File: config.mk
export PLATFORM = sky130hd
export DESIGN_NAME = ssc_front
export DESIGN_NICKNAME = d
export VERILOG_FILES = /design/src/ssc_pkg.sv /design/src/ssc_front.sv
export SDC_FILE = /design/constraint.sdc
export NUM_CORES = 1
export LEC_CHECK = 0
export BUFFER_PORTS_ARGS = -buffer_cell sky130_fd_sc_hd__buf_4
export CAP_MARGIN = 40
export CELL_PAD_IN_SITES_DETAIL_PLACEMENT = 1
export CELL_PAD_IN_SITES_GLOBAL_PLACEMENT = 1
export CORE_AREA = 2 2 95 97
export CTS_CLUSTER_DIAMETER = 40
export DETAILED_ROUTE_END_ITERATION = 16
export DIE_AREA = 0 0 97 99
export PLACE_DENSITY = 0.8
export SETUP_SLACK_MARGIN = 0.05
export SYNTH_ARGS = -nofsm -noshare
export SYNTH_HDL_FRONTEND = slang
export SYNTH_SLANG_ARGS = --single-unit
File: constraint.sdc
create_clock -name clk -period 7.4 [get_ports clk]
set_clock_uncertainty 0.05 [all_clocks]
set_input_delay 1.48 -clock clk [delete_from_list [all_inputs] [get_ports clk]]
set_output_delay 1.48 -clock clk [all_outputs]
set_load 0.01 [all_outputs]
File: src/ssc_pkg.sv
// Shared types and constants of the spaced sample collector.
package ssc_pkg;

  localparam int COORD_W     = 16;
  localparam int DIFF_W      = COORD_W + 1;
  localparam int SQUARE_W    = 2 * COORD_W;
  localparam int ENTRY_W     = 3 * COORD_W;
  localparam int CODE_W      = 3;
  localparam int COUNT_W     = 9;
  localparam int CFG_INDEX_W = 2;
  localparam int MIN_DIST_W  = 34;

  localparam logic [MIN_DIST_W-1:0] MIN_DIST_RESET = 34'd30976;

  localparam logic [CFG_INDEX_W-1:0] REG_COLLECT_ENABLE = 2'd0;
  localparam logic [CFG_INDEX_W-1:0] REG_MIN_DIST       = 2'd1;

  typedef enum logic [CODE_W-1:0] {
    CODE_STORED    = 3'd0,
    CODE_TOO_CLOSE = 3'd1,
    CODE_FULL      = 3'd2,
    CODE_DISABLED  = 3'd3,
    CODE_CLEARED   = 3'd4
  } code_t;

  typedef enum logic [1:0] {
    KIND_OFFER,
    KIND_CLEAR,
    KIND_DISABLED
  } kind_t;

  typedef enum logic {
    ST_IDLE,
    ST_SCAN
  } state_t;

  typedef struct packed {
    kind_t                     kind;
    logic signed [COORD_W-1:0] x;
    logic signed [COORD_W-1:0] y;
    logic signed [COORD_W-1:0] z;
  } cmd_t;

endpackage

File: src/ssc_front.sv
// Front end: accepts items, classifies them and holds them in a two-entry queue.
module ssc_front
  import ssc_pkg::*;
(
  input  logic                      clk,
  input  logic                      rst,
  input  logic                      push,
  output logic                      full,
  input  logic                      operation,
  input  logic signed [COORD_W-1:0] mag_x,
  input  logic signed [COORD_W-1:0] mag_y,
  input  logic signed [COORD_W-1:0] mag_z,
  input  logic                      collect_enable,
  output logic                      cmd_valid,
  output cmd_t                      cmd,
  input  logic                      cmd_take
);

  cmd_t       queue [2];
  logic       wr_ptr;
  logic       rd_ptr;
  logic [1:0] fill;
  logic       do_push;
  logic       do_pop;
  cmd_t       incoming;

  assign full      = (fill == 2'd2);
  assign cmd_valid = (fill != 2'd0);
  assign cmd       = queue[rd_ptr];
  assign do_push   = push && !full;
  assign do_pop    = cmd_take && cmd_valid;

  // Enable is sampled at acceptance; the user must change it only while the block is idle, which is not enforced.
  always_comb begin
    incoming.x = mag_x;
    incoming.y = mag_y;
    incoming.z = mag_z;
    if (operation) begin
      incoming.kind = KIND_CLEAR;
    end else if (!collect_enable) begin
      incoming.kind = KIND_DISABLED;
    end else begin
      incoming.kind = KIND_OFFER;
    end
  end

  always_ff @(posedge clk) begin
    if (do_push) begin
      queue[wr_ptr] <= incoming;
    end
  end

  always_ff @(posedge clk) begin
    if (rst) begin
      wr_ptr <= 1'b0;
      rd_ptr <= 1'b0;
      fill   <= 2'd0;
    end else begin
      if (do_push) begin
        wr_ptr <= ~wr_ptr;
      end
      if (do_pop) begin
        rd_ptr <= ~rd_ptr;
      end
      case ({do_push, do_pop})
        2'b10:   fill <= fill + 2'd1;
        2'b01:   fill <= fill - 2'd1;
        default: fill <= fill;
      endcase
    end
  end

endmodule

==> metrics.md <==
| Metric | Value |
|---|---|
| Area after DPL | `4770 sq um` |
| IO Pins | `~110` |
| Die height | `99 um` |
| HPWL after DPL | `between 4000 and 5000 um` |
| Mux contribution to synthesized area | `14.7%` |
| WP data required | `5.87 ns` |
| CTS Buf Count | `9` |
| CP max stage delay | `0.72 ns` |
| N_diodes | `0` |
| Netlist cell types | `19` |
| Largest net degree at the start of global routing | `51` |
| Pwr dens | `332 nW/um^2` |
| Clock Tree Root | `clkbuf_8` |
| WL final | `between 7000 and 8000 um` |
| Crit path buf inv count | `2` |
| ANT nets after route | `0` |
| Setup_tns | `0 ns` |
| Inst Count DP | `slightly below 400` |
| Yosys warns | `0` |
| Relative slew slack | `54.8%` |
| Period minus WS final | `3.41 ns` |
| Synth Area in XOR/XNOR | `0.687%` |
| Drt wl/cell | `17.6 um` |
| Worst R2R Start | `fill[0]` |
| Fin nets | `351` |
| FMAX | `0.294 GHz` |
| Critical path arrival | `1.88 ns` |
| Initial DRC Count | `52` |
| Placer congestion estimate | `0.734` |
| Worst path cell trace | `buf_12 -> mux2_2 -> buf_4` |
| Max-capacitance violation count | `0` |
| P_sw | `0.443 mW` |
| RR Endpoint | `queue[0][47]` |
| #FFs+latches synth | `105` |
| Setup CP Type | `flop to output port` |
| Initial Util | `44.7%` |
| Post-cts resize count | `0` |
| Crit Path Max Fanout | `27` |
| Status | `finished, final reports clean` |
| Fin. Hold Viols | `0` |
| Clk_lat worst skew | `0.35 ns` |
| Via count | `2030` |
| CTS sink count | `105` |
| Sequential share of power | `48.1%` |
| Postcts setup bufs | `0` |
| Final setup fails | `0` |
| Met2 usage | `between 20% and 30%` |
| First-pass GRT wire length | `roughly 12000 um` |
| Critical Path Slowest Stage Cell | `dfxtp_2` |
| Post-Layout Cell Count | `409` |
| Largest family of logic cells by synthesized area | `multiplexers` |
| Fin area | `4980 sq um` |
| Vias in the first global route | `between 2000 and 2500` |
| DIE WIDTH | `just under 100 um` |
| TritonCTS clock tree | `done` |
| CP Capture Type | `output port` |
| Switch share | `26.8%` |
| WP depth | `3` |
| Die ar. | `~9600 sq um` |
| Fillers | `793` |
| Clock-pin slew on the worst setup and hold paths | `0.09 ns` |
| Hold buffers post-CTS | `0` |
| Final core utilization | `between 50% and 60%` |
| Row cnt | `34` |
| Post-Syn Nets | `238` |
| Remaining global-route overflow | `0` |
| DR pass1 iterations | `3` |
| CP top delay family | `flip-flops` |
| Worst reg2reg path depth | `5` |
| Syn Inst Count | `183` |
| Worst Setup Start Kind | `flop` |
| GRT Util Overall | `15.8%` |
| Internal power | `1.21 mW` |
| Syn Std Cell Area | `3820 sq um` |
| Met1 usage | `18.9%` |
| Adder-Cell Fraction of Synth Area | `0.327%` |
| Simple-gate portion of the synthesized area | `approximately 1.4%` |
| Critical Path End | `cmd[29]` |
| Area delta synth->final | `30.2%` |
| Avg Cell Area, Syn | `20.9 sq um` |
| GR Util met3 | `approximately 5%` |
| VDD IR max | `167 uV` |
| Comb power frac | `slightly below 30%` |
| Clock Path Buffers | `2` |
| Worst Tran Pin Value | `around 0.68 ns` |
| Seq/Total Area, Yosys | `81.1%` |
| Pleak | `1.85 nW` |
| Via-per-instance ratio | `4.96` |
| Flop2flop setup slack | `~5.3 ns` |
| H-tree Lvls | `3` |
| RSZ-0062 raised after global routing | `no` |
| Tcrit/Tclk final | `46.0%` |
| Number of remaining DRC errors | `0` |
| Core Region | `approximately 8600 sq um` |
| Clk pwr share | `22.3%` |
| Worst hold path type | `flop to flop` |
| Ratio of cells with drive above 1 in the final layout | `between 50% and 60%` |
| Post-synthesis compound-gate area fraction | `less than 1%` |
| Busiest grt layer | `met2` |
| Pins Over Slew Limit | `0` |
| Initial antenna violation count | `0` |
| I/O Buffers | `about 110` |
-- worst reg2reg max path, stage by stage, from the launching register on --
cell and delay [ns]:
dfxtp_1 0.42, nand2b_2 0.19, inv_2 0.04, or3_1 0.33, inv_2 0.43, buf_12 0.28
-- metal layers --
metal  part of all wire, %  vias to the layer above  wire length (um)
li1                      -                      931                 -
met1                    40                     1011              2860
met2                    52                       74              3750
met3                   6.4                       14               461
met4                   2.0                        0               146
met5                     0                        -                 0
-- cells by family (layout without fill, tap and decap cells) --
kind of cell               after synthesis  count (layout)
DFF                                    105             105
muxes                                   50              50
and+or+nand+nor                         10              10
buffers and inverters                    9             127
AOI/OAI and AO/OA                        5               5
xor gates and xnor gates                 3               3
adders and majority gates                1               1
-- worst min path at each step --
stage | start | cells past startpoint | endpoint | slack, ns
detailed placement | wr_ptr | 2 | wr_ptr | 0.46
global route | rd_ptr | 2 | rd_ptr | 0.54
CTS | wr_ptr | 2 | wr_ptr | 0.48
finish | wr_ptr | 2 | wr_ptr | 0.47
global placement | wr_ptr | 2 | wr_ptr | 0.42
floorplan | wr_ptr | 2 | wr_ptr | 0.40
-- sequential cells by signal (all words and copies together) (netlist names), named ones only --
signal,cells
rd_ptr,1
fill,2
queue,100
wr_ptr,1
-- final cells by class --
| cell class | count | area [sq um] | area share, % |
|---|---|---|---|
| clock buffers | 11 | 131 | 2.64 |
| clock inverters | 5 | 80.1 | 1.61 |
| inverters | 3 | 11.3 | 0.226 |
| multi-input cells | 69 | 683 | 13.7 |
| flip-flops and latches | 105 | 3100 | 62.3 |
| well taps | 108 | 135 | 2.71 |
| repair buffers | 108 | 836 | 16.8 |
-- power by group through the flow --
stage | clock (mW) | sequential [mW] | combinational [mW]
detailed placement | 0 | 0.811 | 0.495
floorplan | 0 | 0.783 | 0.280
finish | 0.369 | 0.796 | 0.488
global route | 0.405 | 0.809 | 0.527
CTS | 0.381 | 0.799 | 0.500
global placement | 0 | 0.829 | 0.450
-- cell usage after synthesis --
cell type	instances	area, sq um
edfxtp_1	100	3000
mux2_2	50	563
buf_2	5	25.0
dfxtp_1	5	100
nor2_1	4	15.0
a21oi_1	2	10.0
inv_1	2	7.51
o21ai_0	2	10.0
or3_1	2	12.5
xnor2_1	2	17.5
and3_1	1	6.26
clkbuf_1	1	3.75
ha_1	1	12.5
inv_2	1	3.75
nand2_1	1	3.75
nand2b_2	1	8.76
o21a_1	1	7.51
or2_2	1	6.26
xor2_1	1	8.76
-- cell usage in the layout (no fill, tap or decap), drive strengths merged, types with 2 or more instances in the layout --
cell,instances
clkinvlp,2
o21ai,2
edfxtp,100
buf,108
clkbuf,11
nor2,4
inv,3
or3,2
mux2,50
xnor2,2
dfxtp,5
bufinv,2
a21oi,2
-- through the flow --
| step | power [mW] | setup WS, ns | hold slack (ns) |
|---|---|---|---|
| floorplan | 1.06 | 4.09 | 0.402 |
| global placement | 1.28 | 4.08 | 0.419 |
| detailed placement | 1.31 | 4.29 | 0.462 |
| CTS | 1.68 | 3.93 | 0.478 |
| global route | 1.74 | 3.84 | 0.540 |
| finish | 1.65 | 3.99 | 0.466 |
No activity file was read; power rests on OpenSTA's default activity.
